===== src/rtl/iac_pkg.sv =====
// shared types and constants for the intruder alarm controller
package iac_pkg;

    // alarm modes, as shown on the status channel
    localparam logic [2:0] MODE_DISARMED  = 3'd0;
    localparam logic [2:0] MODE_ARMING    = 3'd1;
    localparam logic [2:0] MODE_ARMED     = 3'd2;
    localparam logic [2:0] MODE_TRIGGERED = 3'd3;
    localparam logic [2:0] MODE_SIREN     = 3'd4;

    // commands carried with a tick
    localparam logic [2:0] CMD_TICK          = 3'd0;
    localparam logic [2:0] CMD_KEY           = 3'd1;
    localparam logic [2:0] CMD_ARM           = 3'd2;
    localparam logic [2:0] CMD_FORCE_DISARM  = 3'd3;
    localparam logic [2:0] CMD_REMOTE_DISARM = 3'd4;

    // siren tones: off, low and high
    localparam logic [1:0] TONE_OFF  = 2'd0;
    localparam logic [1:0] TONE_LOW  = 2'd1;
    localparam logic [1:0] TONE_HIGH = 2'd2;

    // trigger causes
    localparam logic [1:0] CAUSE_NONE   = 2'd0;
    localparam logic [1:0] CAUSE_MOTION = 2'd1;
    localparam logic [1:0] CAUSE_BEAM   = 2'd2;
    localparam logic [1:0] CAUSE_CODES  = 2'd3;

    // configuration register indexes
    localparam int CFG_INDEX_W = 3;
    localparam int CFG_DATA_W  = 22;
    localparam logic [CFG_INDEX_W-1:0] REG_CODE_DIGITS   = 3'd0;
    localparam logic [CFG_INDEX_W-1:0] REG_MAX_WRONG     = 3'd1;
    localparam logic [CFG_INDEX_W-1:0] REG_KEY_TIMEOUT   = 3'd2;
    localparam logic [CFG_INDEX_W-1:0] REG_EXIT_DELAY    = 3'd3;
    localparam logic [CFG_INDEX_W-1:0] REG_ENTRY_DELAY   = 3'd4;
    localparam logic [CFG_INDEX_W-1:0] REG_SIREN_MAX     = 3'd5;
    localparam logic [CFG_INDEX_W-1:0] REG_MOTION_WARMUP = 3'd6;

    // field widths
    localparam int CODE_W  = 16;
    localparam int WRONG_W = 8;
    localparam int DELAY_W = 22;
    localparam int BEEP_W  = 9;
    localparam int FLIP_W  = 9;
    localparam int PHASE_W = 10;

    // timing constants in milliseconds, and the wrong-code ceiling
    localparam logic [FLIP_W-1:0]  FLIP_MAX     = 9'd511;
    localparam logic [FLIP_W-1:0]  TONE_FLIP_MS = 9'd350;
    localparam logic [BEEP_W-1:0]  BEEP_KEY     = 9'd30;
    localparam logic [BEEP_W-1:0]  BEEP_GOOD    = 9'd80;
    localparam logic [BEEP_W-1:0]  BEEP_BAD     = 9'd400;
    localparam logic [BEEP_W-1:0]  BEEP_CHIRP   = 9'd25;
    localparam logic [PHASE_W-1:0] CHIRP_WINDOW = 10'd30;
    localparam logic [PHASE_W-1:0] EXIT_PERIOD  = 10'd1000;
    localparam logic [PHASE_W-1:0] ENTRY_PERIOD = 10'd500;
    localparam logic [WRONG_W-1:0] WRONG_MAX    = 8'd255;

    // reset values of the configuration registers
    localparam logic [CODE_W-1:0]  RST_CODE_DIGITS   = 16'd4660;
    localparam logic [WRONG_W-1:0] RST_MAX_WRONG     = 8'd3;
    localparam logic [DELAY_W-1:0] RST_KEY_TIMEOUT   = 22'd5000;
    localparam logic [DELAY_W-1:0] RST_EXIT_DELAY    = 22'd30000;
    localparam logic [DELAY_W-1:0] RST_ENTRY_DELAY   = 22'd15000;
    localparam logic [DELAY_W-1:0] RST_SIREN_MAX     = 22'd180000;
    localparam logic [DELAY_W-1:0] RST_MOTION_WARMUP = 22'd30000;

    // configuration as seen by the controller
    typedef struct packed {
        logic [CODE_W-1:0]  code_digits;
        logic [WRONG_W-1:0] max_wrong_codes;
        logic [DELAY_W-1:0] key_timeout_ms;
        logic [DELAY_W-1:0] exit_delay_ms;
        logic [DELAY_W-1:0] entry_delay_ms;
        logic [DELAY_W-1:0] siren_max_ms;
        logic [DELAY_W-1:0] motion_warmup_ms;
    } cfg_t;

endpackage


===== src/rtl/iac_if.sv =====
// channel interfaces: tick items, status results and configuration writes
interface iac_tick_if;
    logic        valid;
    logic        ready;
    logic [2:0]  command;
    logic [3:0]  key_value;
    logic [15:0] remote_code;
    logic [3:0]  remote_count;
    logic        motion_raw;
    logic        beam_raw;

    modport source (output valid, command, key_value, remote_code, remote_count,
                    motion_raw, beam_raw, input ready);
    modport sink (input valid, command, key_value, remote_code, remote_count,
                  motion_raw, beam_raw, output ready);
endinterface

interface iac_status_if;
    logic       valid;
    logic       ready;
    logic [2:0] alarm_mode;
    logic       chirp_on;
    logic [1:0] tone_select;
    logic [7:0] wrong_count;
    logic [1:0] trigger_cause;
    logic       siren_started;
    logic       remote_ok;

    modport source (output valid, alarm_mode, chirp_on, tone_select, wrong_count,
                    trigger_cause, siren_started, remote_ok, input ready);
    modport sink (input valid, alarm_mode, chirp_on, tone_select, wrong_count,
                  trigger_cause, siren_started, remote_ok, output ready);
endinterface

interface iac_cfg_if;
    logic                                valid;
    logic                                ready;
    logic [iac_pkg::CFG_INDEX_W-1:0]     index;
    logic [iac_pkg::CFG_DATA_W-1:0]      data;

    modport source (output valid, index, data, input ready);
    modport sink (input valid, index, data, output ready);
endinterface


===== src/rtl/iac_cfg_regs.sv =====
// configuration register file with reset defaults
module iac_cfg_regs (
    input  logic          clk,
    input  logic          rst_n,
    iac_cfg_if.sink       cfg,
    output iac_pkg::cfg_t settings
);

    iac_pkg::cfg_t settings_reg;
    iac_pkg::cfg_t settings_next;
    logic          write_en;

    // writes are always taken
    assign cfg.ready = 1'b1;
    assign write_en  = cfg.valid;
    assign settings  = settings_reg;

    // register decode
    always_comb
    begin
        settings_next = settings_reg;
        if (write_en)
        begin
            case (cfg.index)
                iac_pkg::REG_CODE_DIGITS:
                    settings_next.code_digits = cfg.data[iac_pkg::CODE_W-1:0];
                iac_pkg::REG_MAX_WRONG:
                    settings_next.max_wrong_codes = cfg.data[iac_pkg::WRONG_W-1:0];
                iac_pkg::REG_KEY_TIMEOUT:
                    settings_next.key_timeout_ms = cfg.data;
                iac_pkg::REG_EXIT_DELAY:
                    settings_next.exit_delay_ms = cfg.data;
                iac_pkg::REG_ENTRY_DELAY:
                    settings_next.entry_delay_ms = cfg.data;
                iac_pkg::REG_SIREN_MAX:
                    settings_next.siren_max_ms = cfg.data;
                iac_pkg::REG_MOTION_WARMUP:
                    settings_next.motion_warmup_ms = cfg.data;
                default:
                    settings_next = settings_reg;
            endcase
        end
    end

    // register storage
    always_ff @(posedge clk or negedge rst_n)
    begin
        if (!rst_n)
        begin
            settings_reg.code_digits      <= iac_pkg::RST_CODE_DIGITS;
            settings_reg.max_wrong_codes  <= iac_pkg::RST_MAX_WRONG;
            settings_reg.key_timeout_ms   <= iac_pkg::RST_KEY_TIMEOUT;
            settings_reg.exit_delay_ms    <= iac_pkg::RST_EXIT_DELAY;
            settings_reg.entry_delay_ms   <= iac_pkg::RST_ENTRY_DELAY;
            settings_reg.siren_max_ms     <= iac_pkg::RST_SIREN_MAX;
            settings_reg.motion_warmup_ms <= iac_pkg::RST_MOTION_WARMUP;
        end
        else
        begin
            settings_reg <= settings_next;
        end
    end

endmodule


===== src/rtl/intruder_alarm_controller.sv =====
// intruder alarm controller: one tick item per millisecond, one status result per tick
//
// tick channel: each transaction is one millisecond tick carrying the sensor levels
// and an optional command (key digit, arm, force disarm, remote disarm with code).
// the command is applied first, then the millisecond passes and the mode logic runs.
// status channel: one transaction per tick with mode, buzzer, tone, wrong-code count,
// trigger cause and the siren-entry and remote-accept pulses.
// cfg channel: register writes, always ready, applied at the clock edge of the write.
// timing: the status for a tick is registered and is valid in the cycle after the tick is accepted.
// throughput: one tick per cycle while the status receiver is ready; the whole update sits
// between the state registers and the status output register.
// stall: the status register holds its result while the receiver is not ready; a new
// tick is taken in the same cycle the held result leaves.
// reset: disarmed, timers cleared, tone silent, tone flip timer saturated,
// configuration back to its defaults; the key buffer holds no valid digits.
module intruder_alarm_controller #(
    parameter int CODE_DIGITS = 4,
    parameter int TIMER_BITS  = 22
) (
    input  logic        clk,
    input  logic        rst_n,
    iac_tick_if.sink    tick,
    iac_status_if.source status,
    iac_cfg_if.sink     cfg
);

    localparam int DIGIT_W = 4 * CODE_DIGITS;
    localparam int KC_W    = $clog2(CODE_DIGITS + 1);
    localparam int CMP_W   = (TIMER_BITS > iac_pkg::DELAY_W) ? TIMER_BITS : iac_pkg::DELAY_W;

    iac_pkg::cfg_t settings;

    // state
    logic [2:0]                  mode_reg, mode_next;
    logic [TIMER_BITS-1:0]       time_reg, time_next;
    logic [iac_pkg::PHASE_W-1:0] phase_reg, phase_next;
    logic [3:0]                  key_buf_reg [CODE_DIGITS];
    logic [KC_W-1:0]             kc_reg, kc_next;
    logic [TIMER_BITS-1:0]       slk_reg, slk_next;
    logic [iac_pkg::FLIP_W-1:0]  flip_reg, flip_next;
    logic                        flag_reg, flag_next;
    logic [1:0]                  tone_reg, tone_next;
    logic [iac_pkg::BEEP_W-1:0]  beep_reg, beep_next;
    logic [iac_pkg::WRONG_W-1:0] wrong_reg, wrong_next;
    logic [1:0]                  cause_reg, cause_next;
    logic [TIMER_BITS-1:0]       uptime_reg, uptime_next;

    // output register
    logic                        out_valid_reg, out_valid_next;
    logic [2:0]                  out_mode_reg;
    logic                        out_chirp_reg;
    logic [1:0]                  out_tone_reg;
    logic [iac_pkg::WRONG_W-1:0] out_wrong_reg;
    logic [1:0]                  out_cause_reg;
    logic                        out_siren_reg;
    logic                        out_remote_reg;

    // per-tick working signals
    logic                        accept;
    logic                        siren_pulse;
    logic                        remote_good;
    logic [KC_W-1:0]             kc_eff;
    logic [CODE_DIGITS-1:0]      key_we;
    logic [DIGIT_W-1:0]          buf_word;
    logic [DIGIT_W-1:0]          code_word;
    logic [DIGIT_W-1:0]          remote_word;
    logic [31:0]                 code_wide;
    logic [31:0]                 remote_wide;
    logic                        motion_hit;
    logic                        beam_hit;
    logic [iac_pkg::PHASE_W-1:0] entry_phase;

    iac_cfg_regs u_cfg (
        .clk      (clk),
        .rst_n    (rst_n),
        .cfg      (cfg),
        .settings (settings)
    );

    // handshake
    assign tick.ready = !out_valid_reg || status.ready;
    assign accept     = tick.valid && tick.ready;

    // codes as digit words, first digit in the top nibble
    assign code_wide   = {16'b0, settings.code_digits};
    assign remote_wide = {16'b0, tick.remote_code};
    assign code_word   = code_wide[DIGIT_W-1:0];
    assign remote_word = remote_wide[DIGIT_W-1:0];

    // next state for one tick
    always_comb
    begin
        mode_next   = mode_reg;
        time_next   = time_reg;
        phase_next  = phase_reg;
        kc_next     = kc_reg;
        slk_next    = slk_reg;
        flip_next   = flip_reg;
        flag_next   = flag_reg;
        tone_next   = tone_reg;
        beep_next   = beep_reg;
        wrong_next  = wrong_reg;
        cause_next  = cause_reg;
        uptime_next = uptime_reg;
        siren_pulse = 1'b0;
        remote_good = 1'b0;
        kc_eff      = kc_reg;
        key_we      = '0;
        motion_hit  = 1'b0;
        beam_hit    = 1'b0;
        entry_phase = '0;

        // key inactivity clears the buffer
        if (CMP_W'(slk_reg) > CMP_W'(settings.key_timeout_ms))
        begin
            kc_eff = '0;
        end
        for (int i = 0; i < CODE_DIGITS; i++)
        begin
            key_we[i] = (tick.command == iac_pkg::CMD_KEY) && (kc_eff == KC_W'(i));
            buf_word[4*(CODE_DIGITS-1-i) +: 4] = key_we[i] ? tick.key_value : key_buf_reg[i];
        end

        // command at the current time
        case (tick.command)
            iac_pkg::CMD_KEY:
            begin
                slk_next  = '0;
                kc_next   = kc_eff + KC_W'(1);
                beep_next = iac_pkg::BEEP_KEY;
                if (kc_next == KC_W'(CODE_DIGITS))
                begin
                    kc_next = '0;
                    if (buf_word == code_word)
                    begin
                        wrong_next = '0;
                        mode_next  = iac_pkg::MODE_DISARMED;
                        time_next  = '0;
                        phase_next = '0;
                        tone_next  = iac_pkg::TONE_OFF;
                        beep_next  = iac_pkg::BEEP_GOOD;
                    end
                    else
                    begin
                        if (wrong_reg != iac_pkg::WRONG_MAX)
                        begin
                            wrong_next = wrong_reg + iac_pkg::WRONG_W'(1);
                        end
                        beep_next = iac_pkg::BEEP_BAD;
                        if (wrong_next >= settings.max_wrong_codes &&
                            (mode_reg == iac_pkg::MODE_ARMED ||
                             mode_reg == iac_pkg::MODE_TRIGGERED))
                        begin
                            cause_next  = iac_pkg::CAUSE_CODES;
                            mode_next   = iac_pkg::MODE_SIREN;
                            time_next   = '0;
                            phase_next  = '0;
                            siren_pulse = 1'b1;
                        end
                    end
                end
            end
            iac_pkg::CMD_ARM:
            begin
                if (mode_reg == iac_pkg::MODE_DISARMED)
                begin
                    mode_next  = iac_pkg::MODE_ARMING;
                    time_next  = '0;
                    phase_next = '0;
                    tone_next  = iac_pkg::TONE_OFF;
                end
            end
            iac_pkg::CMD_FORCE_DISARM:
            begin
                wrong_next = '0;
                kc_next    = '0;
                mode_next  = iac_pkg::MODE_DISARMED;
                time_next  = '0;
                phase_next = '0;
                tone_next  = iac_pkg::TONE_OFF;
            end
            iac_pkg::CMD_REMOTE_DISARM:
            begin
                if (tick.remote_count == 4'(CODE_DIGITS) && remote_word == code_word)
                begin
                    remote_good = 1'b1;
                    wrong_next  = '0;
                    kc_next     = '0;
                    mode_next   = iac_pkg::MODE_DISARMED;
                    time_next   = '0;
                    phase_next  = '0;
                    tone_next   = iac_pkg::TONE_OFF;
                end
            end
            default:
            begin
                kc_next = kc_reg;
            end
        endcase

        // one millisecond passes; the chirp phase follows the mode timer modulo 1000
        if (!(&time_next))
        begin
            time_next  = time_next + TIMER_BITS'(1);
            phase_next = (phase_next == iac_pkg::EXIT_PERIOD - iac_pkg::PHASE_W'(1)) ?
                         '0 : phase_next + iac_pkg::PHASE_W'(1);
        end
        if (!(&uptime_reg))
        begin
            uptime_next = uptime_reg + TIMER_BITS'(1);
        end
        if (!(&slk_next))
        begin
            slk_next = slk_next + TIMER_BITS'(1);
        end
        if (flip_reg != iac_pkg::FLIP_MAX)
        begin
            flip_next = flip_reg + iac_pkg::FLIP_W'(1);
        end
        if (beep_next != '0)
        begin
            beep_next = beep_next - iac_pkg::BEEP_W'(1);
        end

        // sensors
        motion_hit = (CMP_W'(uptime_next) > CMP_W'(settings.motion_warmup_ms)) &&
                     tick.motion_raw;
        beam_hit   = !tick.beam_raw;
        entry_phase = (phase_next >= iac_pkg::ENTRY_PERIOD) ?
                      phase_next - iac_pkg::ENTRY_PERIOD : phase_next;

        // mode logic
        case (mode_next)
            iac_pkg::MODE_ARMING:
            begin
                if (phase_next < iac_pkg::CHIRP_WINDOW && beep_next == '0)
                begin
                    beep_next = iac_pkg::BEEP_CHIRP;
                end
                if (CMP_W'(time_next) >= CMP_W'(settings.exit_delay_ms))
                begin
                    mode_next  = iac_pkg::MODE_ARMED;
                    time_next  = '0;
                    phase_next = '0;
                    tone_next  = iac_pkg::TONE_OFF;
                end
            end
            iac_pkg::MODE_ARMED:
            begin
                if (motion_hit || beam_hit)
                begin
                    cause_next = motion_hit ? iac_pkg::CAUSE_MOTION : iac_pkg::CAUSE_BEAM;
                    mode_next  = iac_pkg::MODE_TRIGGERED;
                    time_next  = '0;
                    phase_next = '0;
                    tone_next  = iac_pkg::TONE_OFF;
                end
            end
            iac_pkg::MODE_TRIGGERED:
            begin
                if (entry_phase < iac_pkg::CHIRP_WINDOW && beep_next == '0)
                begin
                    beep_next = iac_pkg::BEEP_CHIRP;
                end
                if (CMP_W'(time_next) >= CMP_W'(settings.entry_delay_ms))
                begin
                    mode_next   = iac_pkg::MODE_SIREN;
                    time_next   = '0;
                    phase_next  = '0;
                    siren_pulse = 1'b1;
                end
            end
            iac_pkg::MODE_SIREN:
            begin
                if (flip_next >= iac_pkg::TONE_FLIP_MS)
                begin
                    flip_next = '0;
                    flag_next = !flag_reg;
                    tone_next = flag_next ? iac_pkg::TONE_HIGH : iac_pkg::TONE_LOW;
                end
                if (CMP_W'(time_next) >= CMP_W'(settings.siren_max_ms))
                begin
                    mode_next  = iac_pkg::MODE_ARMED;
                    time_next  = '0;
                    phase_next = '0;
                    tone_next  = iac_pkg::TONE_OFF;
                end
            end
            default:
            begin
                tone_next = tone_next;
            end
        endcase
    end

    // status register moves on when the receiver takes it
    always_comb
    begin
        if (accept)
        begin
            out_valid_next = 1'b1;
        end
        else if (status.ready)
        begin
            out_valid_next = 1'b0;
        end
        else
        begin
            out_valid_next = out_valid_reg;
        end
    end

    // control state
    always_ff @(posedge clk or negedge rst_n)
    begin
        if (!rst_n)
        begin
            mode_reg      <= iac_pkg::MODE_DISARMED;
            time_reg      <= '0;
            phase_reg     <= '0;
            kc_reg        <= '0;
            slk_reg       <= '0;
            flip_reg      <= iac_pkg::FLIP_MAX;
            flag_reg      <= 1'b0;
            tone_reg      <= iac_pkg::TONE_OFF;
            beep_reg      <= '0;
            wrong_reg     <= '0;
            cause_reg     <= iac_pkg::CAUSE_NONE;
            uptime_reg    <= '0;
            out_valid_reg <= 1'b0;
        end
        else
        begin
            out_valid_reg <= out_valid_next;
            if (accept)
            begin
                mode_reg   <= mode_next;
                time_reg   <= time_next;
                phase_reg  <= phase_next;
                kc_reg     <= kc_next;
                slk_reg    <= slk_next;
                flip_reg   <= flip_next;
                flag_reg   <= flag_next;
                tone_reg   <= tone_next;
                beep_reg   <= beep_next;
                wrong_reg  <= wrong_next;
                cause_reg  <= cause_next;
                uptime_reg <= uptime_next;
            end
        end
    end

    // key buffer and status payload
    always_ff @(posedge clk)
    begin
        if (accept)
        begin
            for (int i = 0; i < CODE_DIGITS; i++)
            begin
                if (key_we[i])
                begin
                    key_buf_reg[i] <= tick.key_value;
                end
            end
            out_mode_reg   <= mode_next;
            out_chirp_reg  <= (beep_next != '0);
            out_tone_reg   <= tone_next;
            out_wrong_reg  <= wrong_next;
            out_cause_reg  <= cause_next;
            out_siren_reg  <= siren_pulse;
            out_remote_reg <= remote_good;
        end
    end

    assign status.valid         = out_valid_reg;
    assign status.alarm_mode    = out_mode_reg;
    assign status.chirp_on      = out_chirp_reg;
    assign status.tone_select   = out_tone_reg;
    assign status.wrong_count   = out_wrong_reg;
    assign status.trigger_cause = out_cause_reg;
    assign status.siren_started = out_siren_reg;
    assign status.remote_ok     = out_remote_reg;

endmodule


===== src/flat_wrapper.sv =====
// flat-port wrapper written by rule: the top's interface ports become plain ports
module intruder_alarm_controller_flat 
#(
    parameter int CODE_DIGITS = 4,
    parameter int TIMER_BITS  = 22
)
  (clk, rst_n, tick_valid, tick_command, tick_key_value, tick_remote_code, tick_remote_count, tick_motion_raw, tick_beam_raw, tick_ready, status_valid, status_alarm_mode, status_chirp_on, status_tone_select, status_wrong_count, status_trigger_cause, status_siren_started, status_remote_ok, status_ready, cfg_valid, cfg_index, cfg_data, cfg_ready);
  iac_tick_if tick_i ();
  iac_status_if status_i ();
  iac_cfg_if cfg_i ();
  input  logic clk;
  input  logic rst_n;
  input wire logic [$bits(tick_i.valid)-1:0] tick_valid;
  input wire logic [$bits(tick_i.command)-1:0] tick_command;
  input wire logic [$bits(tick_i.key_value)-1:0] tick_key_value;
  input wire logic [$bits(tick_i.remote_code)-1:0] tick_remote_code;
  input wire logic [$bits(tick_i.remote_count)-1:0] tick_remote_count;
  input wire logic [$bits(tick_i.motion_raw)-1:0] tick_motion_raw;
  input wire logic [$bits(tick_i.beam_raw)-1:0] tick_beam_raw;
  output wire logic [$bits(tick_i.ready)-1:0] tick_ready;
  output wire logic [$bits(status_i.valid)-1:0] status_valid;
  output wire logic [$bits(status_i.alarm_mode)-1:0] status_alarm_mode;
  output wire logic [$bits(status_i.chirp_on)-1:0] status_chirp_on;
  output wire logic [$bits(status_i.tone_select)-1:0] status_tone_select;
  output wire logic [$bits(status_i.wrong_count)-1:0] status_wrong_count;
  output wire logic [$bits(status_i.trigger_cause)-1:0] status_trigger_cause;
  output wire logic [$bits(status_i.siren_started)-1:0] status_siren_started;
  output wire logic [$bits(status_i.remote_ok)-1:0] status_remote_ok;
  input wire logic [$bits(status_i.ready)-1:0] status_ready;
  input wire logic [$bits(cfg_i.valid)-1:0] cfg_valid;
  input wire logic [$bits(cfg_i.index)-1:0] cfg_index;
  input wire logic [$bits(cfg_i.data)-1:0] cfg_data;
  output wire logic [$bits(cfg_i.ready)-1:0] cfg_ready;
  assign tick_i.valid = tick_valid;
  assign tick_i.command = tick_command;
  assign tick_i.key_value = tick_key_value;
  assign tick_i.remote_code = tick_remote_code;
  assign tick_i.remote_count = tick_remote_count;
  assign tick_i.motion_raw = tick_motion_raw;
  assign tick_i.beam_raw = tick_beam_raw;
  assign tick_ready = tick_i.ready;
  assign status_valid = status_i.valid;
  assign status_alarm_mode = status_i.alarm_mode;
  assign status_chirp_on = status_i.chirp_on;
  assign status_tone_select = status_i.tone_select;
  assign status_wrong_count = status_i.wrong_count;
  assign status_trigger_cause = status_i.trigger_cause;
  assign status_siren_started = status_i.siren_started;
  assign status_remote_ok = status_i.remote_ok;
  assign status_i.ready = status_ready;
  assign cfg_i.valid = cfg_valid;
  assign cfg_i.index = cfg_index;
  assign cfg_i.data = cfg_data;
  assign cfg_ready = cfg_i.ready;
  intruder_alarm_controller #(.CODE_DIGITS(CODE_DIGITS), .TIMER_BITS(TIMER_BITS)) u_core (.clk(clk), .rst_n(rst_n), .tick(tick_i), .status(status_i), .cfg(cfg_i));
endmodule

===== config.mk =====
export PLATFORM = sky130hd
export DESIGN_NAME = intruder_alarm_controller_flat
export DESIGN_NICKNAME = d
export VERILOG_FILES = /design/src/rtl/iac_pkg.sv /design/src/rtl/iac_if.sv /design/src/rtl/iac_cfg_regs.sv /design/src/rtl/intruder_alarm_controller.sv /design/src/flat_wrapper.sv
export SDC_FILE = /design/constraint.sdc
export NUM_CORES = 1
export LEC_CHECK = 0
export ABC_AREA = 1
export BUFFER_PORTS_ARGS = -buffer_cell sky130_fd_sc_hd__clkbuf_2
export CAP_MARGIN = 40
export CORE_UTILIZATION = 55
export CTS_CLUSTER_DIAMETER = 150
export CTS_CLUSTER_SIZE = 8
export DETAILED_ROUTE_END_ITERATION = 8
export GPL_TIMING_DRIVEN = 0
export PLACE_DENSITY_LB_ADDON = 0.08
export SLEW_MARGIN = 20
export SYNTH_ARGS = -nofsm -noshare
export SYNTH_HDL_FRONTEND = slang
export SYNTH_SLANG_ARGS = --single-unit

===== constraint.sdc =====
create_clock -name clk -period 8.2 [get_ports clk]
set_input_delay 1.23 -clock clk [delete_from_list [all_inputs] [get_ports clk]]
set_output_delay 1.23 -clock clk [all_outputs]
set_load 0.005 [all_outputs]

### After elaboration in Yosys (flattened, before gate mapping)

Memories as Yosys holds them, arrays and structs flattened.
Index checks and enable logic that the tools add are counted.

| word-level totals | value |
|---|---|
| bits in registers | 266 |
| RAM bits | 16 |
| input bits | 59 |
| logic and storage cells | 227 |
| memories kept | 1 |

| operators by class | value |
|---|---|
| add/sub/neg operators | 9 |
| $lt $le $gt $ge | 10 |
| equality and inequality tests | 27 |
| mux-type cells | 114 |
| reduce and logical (&&, ||, !) cells | 39 |

Memory list:

| name | depth | width | read ports | clocked after memory_dff | write ports | line | source |
|---|---|---|---|---|---|---|---|
| u_core.key_buf_reg | 4 | 4 | 4 | 0 | 1 | intruder_alarm_controller.sv:37 | `logic [3:0] key_buf_reg [CODE_DIGITS];` |

Operators with widths:

| kind | number |
|---|---|
| $mux 22 | 13 |
| $pmux 22 s4 | 2 |
| $mux 10 | 12 |
| $mux 9 | 9 |
| $pmux 10 s4 | 2 |
| $add 22x1->22 const B | 3 |
| $ge 22x22->1 | 3 |
| $reduce_and 22->1 | 3 |
| $mux 8 | 7 |
| $gt 22x22->1 | 2 |
| $mux 2 | 19 |
| $mux 3 | 12 |
| $eq 16x16->1 | 2 |
| $eq 3x2->1 const B | 10 |
| $mux 4 | 7 |
| $mux 1 | 24 |
| $pmux 3 s4 | 2 |
| $pmux 8 s3 | 1 |
| $lt 10x5->1 const B | 2 |
| $eq 3x3->1 const B | 6 |
| $pmux 9 s2 | 1 |
| $reduce_bool 9->1 | 2 |
| $reduce_and 2->1 | 7 |
| $eq 3x1->1 const B | 4 |
| other kinds (26) | 44 |

### Logic depth before layout (Yosys ltp)

Gate-level depths: netlist (run 1).

| logic depth | value |
|---|---|
| depth in word-level cells | 25 |
| mapped depth | 61 |
| mapped depth without buffers | 60 |

### By module

From an unflattened synthesis (run 1), not the netlist that was laid out.

| second synthesis, totals | value |
|---|---|
| cells, all modules | 2430 |
| area, all modules | 18285.0 um^2 |

By module, submodules not included:

| module | instances | cells each | area an instance (um^2) |
|---|---|---|---|
| intruder_alarm_controller | 1 | 1837 | 13033.8 |
| iac_cfg_regs | 1 | 593 | 5251.3 |

### Worst setup path after synthesis (run 1)

No wires, ideal clock.

| path | value |
|---|---|
| kind | reg2reg |
| start point | register u_core.u_cfg.settings_reg, in the netlist u_core.u_cfg.settings[100] |
| end point | register u_core.phase_reg[6] (netlist bit) |
| setup time | 0.083 ns |
| arrival time | 6.827 ns |
| required time | 8.117 ns |
| slack | 1.290 ns |
| cell stages (with the launch flop) | 56 |
| clock period less this slack | 6.910 ns |
| path through | dfstp_2 -> inv_1 -> ha_1 -> nand2_1 -> nor2_1 -> nand2_1 -> nor2_2 -> nand4_1 -> nand2_4 -> nand2_2 -> buf_6 -> ha_1 -> nand2_1 -> nand2_1 -> o21ai_1 -> xor2_1 -> nand2_1 -> nor3_1 -> [20 not listed] -> xor2_1 -> inv_1 -> ha_1 -> nand2_1 -> inv_1 -> o21ai_0 -> o211a_1 -> o221ai_1 -> nand2_1 -> a21oi_1 -> nor3_1 -> a21oi_1 -> a2111oi_0 -> nand2_1 -> nand3_1 -> o21ai_0 -> clkbuf_1 -> o21ai_0 |

| between the ends | value |
|---|---|
| cells in the longest elaborated chain, start to end | 14 |
| elaborated cells on any way between the ends | 45 |
| classes of those cells | 3 x add/sub; 4 x order compare; 10 x eq/ne; 22 x mux; 6 x reduce/logical |

Ends and longest elaborated chain:

| element | line | source |
|---|---|---|
| start: declaration | iac_cfg_regs.sv:9 | `iac_pkg::cfg_t settings_reg;` |
| start signal: assignment | iac_cfg_regs.sv:60 | `settings_reg <= settings_next;` |
| $gt 22x22->1 (*) | intruder_alarm_controller.sv:114 | `if (CMP_W'(slk_reg) > CMP_W'(settings.key_timeout_ms))` |
| $mux 3 (*) | intruder_alarm_controller.sv:114 |  |
| $eq 3x2->1, or another cell as far along | intruder_alarm_controller.sv:120 | `key_we[i] = (tick.command == iac_pkg::CMD_KEY) && (kc_eff == KC_W'(i));` |
| $logic_and 1x1->1 | intruder_alarm_controller.sv:120 |  |
| $mux 4 | intruder_alarm_controller.sv:121 | `buf_word[4*(CODE_DIGITS-1-i) +: 4] = key_we[i] ? tick.key_value : key_buf_reg[i];` |
| $eq 16x16->1 | intruder_alarm_controller.sv:134 | `if (buf_word == code_word)` |
| $mux 22 or $mux 10 (tied branches) | intruder_alarm_controller.sv:134 |  |
| $mux 22 or $mux 10 (tied branches) | intruder_alarm_controller.sv:131 | `if (kc_next == KC_W'(CODE_DIGITS))` |
| $pmux 22 s4 or $pmux 10 s4 (tied branches) | intruder_alarm_controller.sv:125 | `case (tick.command)` |
| $add 22x1->22, or another cell as far along | intruder_alarm_controller.sv:204 | `time_next = time_next + TIMER_BITS'(1);` |
| $mux 22 or $mux 10 (tied branches) | intruder_alarm_controller.sv:202, intruder_alarm_controller.sv:205 |  |
| $ge 22x22->1, or another cell as far along | intruder_alarm_controller.sv:281 | `if (CMP_W'(time_next) >= CMP_W'(settings.siren_max_ms))` |
| $mux 10 (on tied branches) | - |  |
| $pmux 10 s4 (*) | intruder_alarm_controller.sv:233 | `case (mode_next)` |
| end signal: assignment | intruder_alarm_controller.sv:339 | `phase_reg <= phase_next;` |
| end: declaration | intruder_alarm_controller.sv:36 | `logic [iac_pkg::PHASE_W-1:0] phase_reg, phase_next;` |

Every way passes the cells marked *; elsewhere a longest branch is shown, timed or not.
A chain may end at the register's enable or synchronous reset.

### Worst setup path after layout (run 1)

| path | value |
|---|---|
| start point | register u_core.u_cfg.settings_reg, in the netlist u_core.u_cfg.settings[100] |
| end point | register u_core.time_reg[21] |

| between the ends | value |
|---|---|
| cells in the longest elaborated chain, start to end | 14 |
| elaborated cells on any way between the ends | 38 |
| classes of those cells | 2 x add/sub; 4 x order compare; 9 x eq/ne; 17 x mux; 6 x reduce/logical |

Ends and longest elaborated chain:

| element | line | source |
|---|---|---|
| $gt 22x22->1 (*) | intruder_alarm_controller.sv:114 |  |
| $mux 3 (*) | intruder_alarm_controller.sv:114 |  |
| $eq 3x2->1, or another cell as far along | intruder_alarm_controller.sv:120 |  |
| $logic_and 1x1->1 | intruder_alarm_controller.sv:120 |  |
| $mux 4 | intruder_alarm_controller.sv:121 |  |
| $eq 16x16->1 | intruder_alarm_controller.sv:134 |  |
| $mux 22 | intruder_alarm_controller.sv:134 |  |
| $mux 22 | intruder_alarm_controller.sv:131 |  |
| $pmux 22 s4 | intruder_alarm_controller.sv:125 |  |
| $add 22x1->22 or $reduce_and 22->1 (tied branches) | intruder_alarm_controller.sv:204, intruder_alarm_controller.sv:202 |  |
| $mux 22 | intruder_alarm_controller.sv:202 | `if (!(&time_next))` |
| $ge 22x22->1 (on tied branches) | intruder_alarm_controller.sv:281, intruder_alarm_controller.sv:240, intruder_alarm_controller.sv:265 |  |
| $mux 22 (on tied branches) | intruder_alarm_controller.sv:281, intruder_alarm_controller.sv:240, intruder_alarm_controller.sv:265 |  |
| $pmux 22 s4 (*) | intruder_alarm_controller.sv:233 |  |
| end signal: assignment | intruder_alarm_controller.sv:338 | `time_reg <= time_next;` |
| end: declaration | intruder_alarm_controller.sv:35 | `logic [TIMER_BITS-1:0] time_reg, time_next;` |

Marks and branches as above.

==> impl_metrics.csv, run 1 <==
group,metric,value,unit
run_status,run_status,"finished, final reports clean",
setup_path,crit_family,"simple AND/OR/NAND/NOR gates",
logic_synthesis,mappedNetlistArea,0.0179,sq mm
placed_design,post-place-cells,2858,
timing,fin_skew,16.7,ps
route,first_pass_detailed_route_iteration_total,8,
logic_synthesis,synth_seq_area_share,40.6,%
setup_path,worst_r2r_path_depth,59,
cts,tritoncts.num_buffers,41,
layout,largest_register_ff_count,134,
route,drt-total-wl,52300,um
logic_synthesis,synth_warnings,0,
layout,mostFrequentLayoutCell,"nand2_1",
route,postRouteAntennaNets,0,
grt,first_global_vias,15800,
timing,finalHoldViolCount,0,
logic_synthesis,synth_area_per_cell,7.68,sq um
min_path,whs_endpoint,"u_core.flag_reg",
logic_synthesis,netlist-cell-type-count,55,
pwr,p_per_area,237,mW/mm^2
grt,remaining_global_route_overflow,0,
cts,h-tree-depth,2,
route,met2_wirelength,24000,um
min_path,whs_path_depth,1,
logic_synthesis,synth_flop_cell,"dfrtp_1",
timing,max_freq,130,MHz
setup_path,regToRegEndpoint,"u_core.time_reg[21]",
logic_synthesis,synth_edf_count,34,
min_path,hold_path.startpoint,"u_core.flag_reg",
setup_path,worstReg2RegStart,"u_core.u_cfg.settings[100]",
setup_path,timing.critical_path.arrival,8080,ps
setup_path,worst-setup-path-type,"register to register",
setup_path,critical_path.max_fanout,9,
cts,clock-root-buffer,"clkbuf_16",
setup_path,r2r_setup_slack,510,ps
timing,post-route-period-util,93.8,%
setup_path,crit_buf_inv,11,
route,number_of_vias_per_cell,5.48,
layout,areaGrowthSynthToFinish,14.7,%
setup_path,cp_slowest_stage_delay,520,ps
route,vias,16200,
route,met3_length,3650,um
setup_path,startpoint_kind_of_the_worst_setup_timing_path,"register",
grt,antenna_found_initial,3,
cts,tritoncts,"done",
route,drt_first_iter_violations,1492,
pwr,share_seq_of_total_power,38.6,%
cts,clk_latency,550,ps
placed_design,detailedPlace.worstSlack,-965,ps
logic_synthesis,post_synth_inst_count,2338,
grt,first_pass_grt_wire_length,83800,um
min_path,holdCritPathClass,"register to register",
floorplan,fp.dieArea,0.0334,sq mm
logic_synthesis,synth_area_leaders,"dfrtp_1 27%, nand2_1 11%, ha_1 9.1%, inv_1 8.5%, dfstp_2 7.5%",
pwr,netSwitchingFraction,35.1,%
timing,setup-violations-final,0,
cts,cts.clk_slew.worst_paths,60,ps
floorplan,die_w,183,um
layout,layout_common_cells,"527 x nand2_1, 404 x inv_1, 236 x o21ai_0",
flow_run,cap_viol_max_count,0,
grt,grt_use_total,32.2,%
cts,cts_max_path_buffers,3,
pwr,ir_worst_vdd,172,uV
setup_path,critPathRequiredTime,8600,ps
logic_synthesis,postSynthNetCount,2528,
floorplan,floorplan.initialDensity,56.4,%
grt,grt_start_max_net_pins,90,
route,drc,0,
cts,cts_sinks,282,
placed_design,place.gp.congestion,0.969,
timing,slew_headroom,46.4,%
pwr,power_internal,3.17,mW
floorplan,design.core.area,0.0318,sq mm
timing,timing.final.max_slew_violations,0,
timing,timing_worst_slew_pin_value,804,ps
setup_path,worstSetupEndpointType,"register",
logic_synthesis,postSynthRegisterBits,282,
floorplan,placementRows,65,
placed_design,detailed_place_hpwl,38900,um
timing,postLayoutSetupSlackWorst,512,ps
layout,final_net_count,2673,
timing,timing.final.crit_period,7690,ps
route,wirelength_met1,23300,um
route,wire_per_inst,17.7,um
setup_path,critical-path-slowest-cell,"dfstp_2",
logic_synthesis,postSynth.asyncResetShare,87.9,%
layout,share_of_layout_cells_above_drive_strength_1,12.5,%
setup_path,crit_path_frequent_cell,"nand2_1",
floorplan,boundary_pins,80,
pwr,pwr-share-comb,29.2,%
logic_synthesis,yosys.area.top_type,"dfrtp_1",
layout,finalNonFillerCells,2948,
logic_synthesis,yosys.area.top_type_share,27.5,%
layout,antenna-diode-count,0,
pwr,switching_power,1.71,mW
pwr,power.clock.fraction,32.2,%
route,dr.max_layer_used,"met4",
placed_design,io_buffers,78,
floorplan,die_outline_height,183,um
pwr,total_leakage_power,9.99,nW
[area by class of cell]
| cell class | count | area [sq um] |
|---|---|---|
| Clock inverter | 4 | 50.0 |
| Timing Repair Buffer | 103 | 701 |
| Multi-Input combinational cell | 1584 | 9020 |
| Tap cell | 435 | 544 |
| Sequential cell | 282 | 7290 |
| Buffer | 57 | 290 |
| Clock buffer | 69 | 1130 |
| Inverter | 414 | 1560 |
| Fill cell | 2766 | 11200 |
[cells by family (layout without fill, tap and decap cells)]
kind of cell	count (synthesis)	count (layout)	synth area share, %
adder cells (fa/ha/maj)	131	131	9.13
buffers and inverters	472	647	10.1
AO/OA/AOI/OAI	388	388	11.8
XOR/XNOR	75	75	3.66
flip-flops	282	282	40.6
other	1	1	0.0209
AND/OR/NAND/NOR	989	989	24.7
[through the flow]
stage	power (mW)	cell area, sq um	utilization, %	hold WS, ps	TNS [ps]
floorplan	2.81	17900	-	447	0
global placement	3.17	18900	59.4	467	-70930
detailed placement	3.22	19000	59.8	467	-29950
CTS	4.83	20300	63.7	479	0
global route	5.20	20600	64.7	498	-133
finish	4.89	20600	64.7	480	0
[worst register-to-register path, delay by kind of cell (launching register included)]
kind | cells | cell delay (ps)
AND/OR/NAND/NOR | 33 | 3360
AO/OA/AOI/OAI | 10 | 1330
buffers and inverters | 11 | 1240
adder cells (fa/ha/maj) | 4 | 940
flip-flops | 1 | 520
XOR/XNOR | 1 | 140
[metal layers]
metal	vias up	track usage (%)
met5	-	0
met4	0	9.82
met3	85	5.33
met2	521	52.9
met1	7666	43.6
li1	7888	-
[repair_timing]
action,CTS,global route
buffers inserted,5,10
pin swaps,1,19
gates cloned,0,2
resized for setup,14,58
setup endpoints to repair,43,43
hold buffers,0,0
[cells in the mapped netlist (all sizes together) (10+ instances only)]
cell type and instances:
xor2 56, o21ai 250, nand3 132, xnor2 19, nand4 48, or2 10, dfstp 51, nor2 163
a21oi 74, nor3 47, nand2 556, dfrtp 197, ha 131, o22ai 27, nand3b 11, clkbuf 44
nor4 21, inv 413, edfxtp 34, buf 14
[power groups by stage]
stage / combinational, mW / clock, mW / sequential (mW)
floorplan: 0.960 / 0 / 1.85
global placement: 1.28 / 0 / 1.89
detailed placement: 1.32 / 0 / 1.90
CTS: 1.34 / 1.60 / 1.88
global route: 1.63 / 1.65 / 1.91
finish: 1.43 / 1.58 / 1.89
[worst max-delay path by stage]
stage | from | endpoint | slack (ps) | cells after the start
floorplan | u_core.u_cfg.settings[100] | u_core.phase_reg[6] | 1290 | 55
global placement | u_core.u_cfg.settings[100] | u_core.time_reg[13] | -1970 | 55
detailed placement | u_core.u_cfg.settings[100] | u_core.time_reg[13] | -960 | 58
CTS | u_core.u_cfg.settings[100] | u_core.time_reg[21] | 50 | 58
global route | u_core.u_cfg.settings[97] | u_core.time_reg[12] | -40 | 56
finish | u_core.u_cfg.settings[100] | u_core.time_reg[21] | 510 | 59
No activity file was read; power rests on OpenSTA's default activity.
==> run 2: changes to the inputs <==
--- a/config.mk
+++ b/config.mk
@@ -7,12 +7,13 @@
 export LEC_CHECK = 0
 export ABC_AREA = 1
 export BUFFER_PORTS_ARGS = -buffer_cell sky130_fd_sc_hd__clkbuf_2
-export CAP_MARGIN = 40
+export CAP_MARGIN = 25
 export CORE_UTILIZATION = 55
 export CTS_CLUSTER_DIAMETER = 150
-export CTS_CLUSTER_SIZE = 8
+export CTS_CLUSTER_SIZE = 28
 export DETAILED_ROUTE_END_ITERATION = 8
 export GPL_TIMING_DRIVEN = 0
+export MAX_ROUTING_LAYER = met4
 export PLACE_DENSITY_LB_ADDON = 0.08
 export SLEW_MARGIN = 20
 export SYNTH_ARGS = -nofsm -noshare
==> run 2 against run 1 <==
Compared with the run above: sequential share of layout area increased by 1.6 points; maximum frequency shrank 1.2%; flip-flop and latch count unchanged.
==> impl_metrics.csv, run 2 (synthesis gave the netlist of run 1 again) <==
group,metric,value,unit
layout,areaGrowthSynthToFinish,9.75,%
grt,first_pass_grt_wire_length,82200,um
setup_path,r2r_setup_slack,420,ps
timing,slew_headroom,25.3,%
min_path,holdCritPathClass,"register to register",
setup_path,timing.critical_path.arrival,8130,ps
cts,cts_sinks,282,
layout,regArea,0.00729,sq mm
pwr,p_per_area,208,mW/mm^2
layout,final_core_util,61.9,%
route,drt_first_iter_violations,1158,
layout,multi_input_logic_area,0.00901,sq mm
setup_path,regToRegEndpoint,"u_core.time_reg[14]",
placed_design,instance_area_after_placement,0.0190,sq mm
cts,cts.clk_slew.worst_paths,120,ps
layout,mostFrequentLayoutCell,"nand2_1",
layout,share_of_layout_cells_above_drive_strength_1,10.7,%
setup_path,worst-setup-path-type,"register to register",
grt,first_global_vias,15200,
route,vias,15900,
cts,tritoncts,"done",
route,first_pass_detailed_route_iteration_total,5,
floorplan,die_outline_height,183,um
setup_path,critPathRequiredTime,8550,ps
setup_path,startpoint_kind_of_the_worst_setup_timing_path,"register",
setup_path,cp_slowest_stage_delay,540,ps
route,drt-total-wl,51500,um
timing,timing_worst_slew_pin_value,1120,ps
grt,grt_start_max_net_pins,70,
cts,clock-root-buffer,"clkbuf_16",
layout,final_net_count,2634,
run_status,run_status,"finished, final reports clean",
setup_path,critical-path-slowest-cell,"dfstp_2",
placed_design,io_buffers,78,
min_path,hold_path.startpoint,"u_core.flag_reg",
setup_path,crit_path_frequent_cell,"nand2_1",
flow_run,cap_viol_max_count,0,
timing,fin_skew,44.6,ps
cts,cts_max_path_buffers,3,
pwr,total_leakage_power,9.54,nW
layout,final_area,0.0197,sq mm
min_path,whs_endpoint,"u_core.flag_reg",
layout,layout.filler_cells,2928,
setup_path,crit_buf_inv,10,
timing,post-route-period-util,94.9,%
timing,finalHoldViolCount,0,
timing,worst_hold_slack,481,ps
floorplan,boundary_pins,80,
layout,largest_register_ff_count,134,
route,drc,0,
route,postRouteAntennaNets,0,
placed_design,place.gp.congestion,0.963,
setup_path,crit_family,"simple AND/OR/NAND/NOR gates",
setup_path,critical_path.max_fanout,14,
setup_path,worstSetupEndpointType,"register",
setup_path,worstReg2RegStart,"u_core.u_cfg.settings[100]",
cts,tritoncts.num_buffers,14,
floorplan,fp.dieArea,0.0334,sq mm
placed_design,detailed_place_hpwl,39400,um
floorplan,floorplan.initialDensity,56.4,%
floorplan,placementRows,65,
floorplan,design.core.area,0.0318,sq mm
cts,cts_hold_repair.buffers,0,
timing,timing.final.max_slew_violations,0,
grt,antenna_found_initial,3,
layout,layout_common_cells,"530 x nand2_1, 406 x inv_1, 241 x o21ai_0",
timing,setup_tns,0,ps
grt,remaining_global_route_overflow,0,
route,wire_per_inst,17.8,um
grt,grt_use_total,32.6,%
floorplan,die_w,183,um
pwr,ir_worst_vdd,213,uV
route,number_of_vias_per_cell,5.51,
timing,max_freq,129,MHz
cts,h-tree-depth,1,
min_path,whs_path_depth,1,
pwr,total_power,4.10,mW
setup_path,worst_r2r_path_depth,57,
cts,clk_latency,520,ps
timing,setup-violations-final,0,
timing,timing.final.crit_period,7780,ps
==> run 2: metal layers <==
layer	vias up	track usage (%)	share of wire, %
met5	-	-	0
met4	0	7.39	2.4
met3	70	2.59	5.7
met2	422	53.7	47
met1	7637	43.8	45
li1	7787	-	-
==> run 2: repair_timing <==
item / in CTS / in global routing
hold endpoints to repair: 0 / 0
gates resized for setup: 15 / 39
endpoints found under the setup margin: 43 / 43
setup buffers: 0 / 9
pin swaps: 0 / 7
==> run 2: stage by stage <==
stage	worst slack, ps	instances
detailed placement	-1190	2855
global route	-40.6	2888
floorplan	1290	2338
global placement	-1970	2851
CTS	11.2	2878
finish	422	2888
==> run 2: report_power, final <==
group | switching, mW | internal [mW] | total [mW] | leakage (nW)
sequential | 0.170 | 1.71 | 1.88 | 3.42
combinational | 0.890 | 0.502 | 1.39 | 5.92
clock | 0.477 | 0.353 | 0.830 | 0.206
==> run 2: area by class of cell <==
type	instances	area share (%)
antenna	1	0.0127
buffer	57	1.41
clock buffer	23	2.06
clock inverter	1	0.152
inverter	414	7.95
multi-input combinational	1584	45.7
sequential	282	37.0
tap	435	2.76
timing repair buffer	91	2.89
==> run 2: how the worst max path moves through the flow <==
stage                     depth (start not counted)                   to  slack (ps)                       start
after floorplan                                  55  u_core.phase_reg[6]        1290  u_core.u_cfg.settings[100]
after global placement                           55  u_core.time_reg[13]       -1970  u_core.u_cfg.settings[100]
after detailed placement                         56  u_core.time_reg[13]       -1190  u_core.u_cfg.settings[100]
after CTS                                        53  u_core.time_reg[14]          10  u_core.u_cfg.settings[100]
after global routing                             57  u_core.time_reg[14]         -40   u_core.u_cfg.settings[97]
final                                            57  u_core.time_reg[14]         420  u_core.u_cfg.settings[100]
==> run 3: changes to the inputs <==
--- a/config.mk
+++ b/config.mk
@@ -6,12 +6,13 @@
 export NUM_CORES = 1
 export LEC_CHECK = 0
 export ABC_AREA = 1
-export BUFFER_PORTS_ARGS = -buffer_cell sky130_fd_sc_hd__clkbuf_2
 export CAP_MARGIN = 25
+export CORE_ASPECT_RATIO = 1.25
 export CORE_UTILIZATION = 55
 export CTS_CLUSTER_DIAMETER = 150
 export CTS_CLUSTER_SIZE = 28
 export DETAILED_ROUTE_END_ITERATION = 8
+export DONT_BUFFER_PORTS = 1
 export GPL_TIMING_DRIVEN = 0
 export MAX_ROUTING_LAYER = met4
 export PLACE_DENSITY_LB_ADDON = 0.08
==> run 3 against run 2 <==
Compared with the run above: worst hold slack worse by 99 ps; core utilization is 1.9 points lower; via count is 2.5% lower; count of clock-buffer cells in the layout is 1 lower; cell count is 3.6% lower; non-clock buffer count is 79 lower; critical endpoint is now u_core.time_reg[15]; highest routed layer unchanged.
==> impl_metrics.csv, run 3 (synthesis gave the netlist of run 1 again) <==
group,metric,value,unit
route,drt_first_iter_violations,970,
timing,timing.final.max_slew_violations,0,
pwr,power_internal,2.52,mW
timing,worst_hold_slack,382,ps
setup_path,worstSetupEndpointType,"register",
floorplan,boundary_pins,80,
cts,cts_max_path_buffers,3,
pwr,share_seq_of_total_power,46.9,%
layout,areaGrowthSynthToFinish,6.98,%
timing,setup-violations-final,0,
grt,grt_use_total,31.8,%
floorplan,placementRows,73,
timing,finalHoldViolCount,0,
layout,share_of_layout_cells_above_drive_strength_1,7.96,%
floorplan,die_outline_height,204,um
setup_path,r2r_setup_slack,640,ps
placed_design,io_buffers,0,
layout,mostFrequentLayoutCell,"nand2_1",
timing,slew_headroom,38.7,%
timing,timing_worst_slew_pin_value,920,ps
grt,antenna_found_initial,0,
pwr,netSwitchingFraction,37.6,%
grt,first_global_vias,15500,
timing,fin_skew,37.4,ps
grt,grt.met2_usage,56.7,%
pwr,switching_power,1.52,mW
run_status,run_status,"finished, final reports clean",
layout,layout_common_cells,"530 x nand2_1, 405 x inv_1, 239 x o21ai_0",
cts,cts.clk_slew.worst_paths,110,ps
flow_run,cap_viol_max_count,0,
placed_design,post-place-cells,2751,
setup_path,worst_r2r_path_depth,49,
cts,clk_latency,530,ps
grt,gr-max-usage-layer,"met2",
cts,cts_sinks,282,
route,vias,15500,
cts,clock-root-buffer,"clkbuf_16",
setup_path,critical-path-slowest-cell,"dfstp_2",
setup_path,startpoint,"u_core.u_cfg.settings[100]",
timing,max_freq,132,MHz
cts,tritoncts,"done",
route,number_of_vias_per_cell,5.57,
grt,grt_start_max_net_pins,249,
placed_design,place.gp.congestion,0.960,
pwr,p_per_area,210,mW/mm^2
route,drt-total-wl,50000,um
pwr,ir_worst_vdd,192,uV
layout,finalNonFillerCells,2785,
timing,post-route-period-util,92.2,%
route,first_pass_detailed_route_iteration_total,5,
setup_path,worst-setup-path-type,"register to register",
setup_path,timing.critical_path.arrival,8000,ps
pwr,total_leakage_power,9.18,nW
setup_path,crit_path_frequent_cell,"nand2_1",
route,drc,0,
layout,largest_register_ff_count,134,
cts,h-tree-depth,1,
route,wire_per_inst,18.0,um
setup_path,critical_path.max_fanout,10,
min_path,holdCritPathClass,"input pin to async pin",
setup_path,regToRegEndpoint,"u_core.time_reg[15]",
layout,final_net_count,2555,
route,postRouteAntennaNets,0,
grt,met3_usage,2.46,%
setup_path,critPathRequiredTime,8640,ps
floorplan,design.core.area,0.0320,sq mm
placed_design,detailed_place_hpwl,38100,um
pwr,power.clock.fraction,20.4,%
floorplan,floorplan.initialDensity,56.1,%
timing,timing.final.crit_period,7560,ps
setup_path,cp_slowest_stage_delay,550,ps
grt,remaining_global_route_overflow,0,
layout,antenna-diode-count,0,
floorplan,die_w,164,um
pwr,pwr-share-comb,32.7,%
grt,first_pass_grt_wire_length,79900,um
cts,tritoncts.num_buffers,14,
grt,met1_usage,37.0,%
setup_path,startpoint_kind_of_the_worst_setup_timing_path,"register",
setup_path,worstReg2RegStart,"u_core.u_cfg.settings[100]",
floorplan,fp.dieArea,0.0334,sq mm
[run 3: cell count changes in the layout (fill, tap and decap cells not counted), moves of 2 or more]
| cell | previous run | this run |
|---|---|---|
| a21oi_2 | 2 | 4 |
| nor3_2 | 2 | 4 |
| buf_16 | 3 | 0 |
| clkbuf_2 | 77 | 0 |
| o21ai_1 | 6 | 8 |
| nor3_1 | 45 | 43 |
| a21oi_1 | 70 | 68 |
| o21ai_0 | 241 | 239 |
[run 3: power groups by stage]
stage | sequential (mW) | combinational [mW] | clock (mW)
2_1_floorplan | 1.85 | 0.960 | 0
3_3_place_gp | 1.91 | 1.22 | 0
3_5_place_dp | 1.91 | 1.26 | 0
4_1_cts | 1.89 | 1.28 | 0.845
5_1_grt | 1.93 | 1.51 | 0.885
6_report | 1.89 | 1.32 | 0.826
[run 3: worst max-delay path: cells and delay by family (launching register included)]
| kind | cells | cell delay, ps |
|---|---|---|
| AO/OA/AOI/OAI | 7 | 1030 |
| XOR/XNOR | 2 | 660 |
| buffers and inverters | 9 | 1360 |
| AND/OR/NAND/NOR | 28 | 2960 |
| adder cells (fa/ha/maj) | 3 | 860 |
| flip-flops | 1 | 550 |
[run 3: cell type report]
class / instances / area, sq um
plain buffers: 57 / 278
clock inverters: 2 / 46.3
inverters: 414 / 1570
repair buffers: 12 / 100
multi-input cells: 1584 / 9020
clock buffers: 22 / 380
fillers: 2971 / 12800
flip-flops and latches: 282 / 7290
well taps: 412 / 515
[run 3: stage by stage]
stage | power (mW) | cell area, sq um | setup slack (ps) | setup TNS (ps) | util, %
after global routing | 4.33 | 19200 | -7.48 | -7.48 | 60.1
after detailed placement | 3.17 | 18500 | -866 | -28270 | 57.8
final | 4.04 | 19200 | 642 | 0 | 60.1
after global placement | 3.12 | 18500 | -2260 | -82360 | 57.7
after CTS | 4.01 | 19000 | 108 | 0 | 59.3
after floorplan | 2.81 | 17900 | 1290 | 0 | -
[run 3: per-layer routing]
layer  vias up  wire (um)
met5         -          0
met4         0       1870
met3        99       2120
met2       339      25700
met1      7458      20300
li1       7617          -
[run 3: worst max-delay path by stage]
stage / to / slack [ps] / depth (start not counted)
finish: u_core.time_reg[15] / 640 / 49
detailed placement: u_core.phase_reg[7] / -870 / 56
CTS: u_core.phase_reg[7] / 110 / 55
global route: u_core.time_reg[15] / -7 / 56
global placement: u_core.phase_reg[6] / -2260 / 55
floorplan: u_core.phase_reg[6] / 1290 / 55
[run 3: timing repair]
action	in CTS	in global routing
buffers inserted	0	10
endpoints found under the setup margin	43	43
hold buffers	0	0
gates cloned	0	1
pin swaps	0	7
resized for setup	16	44
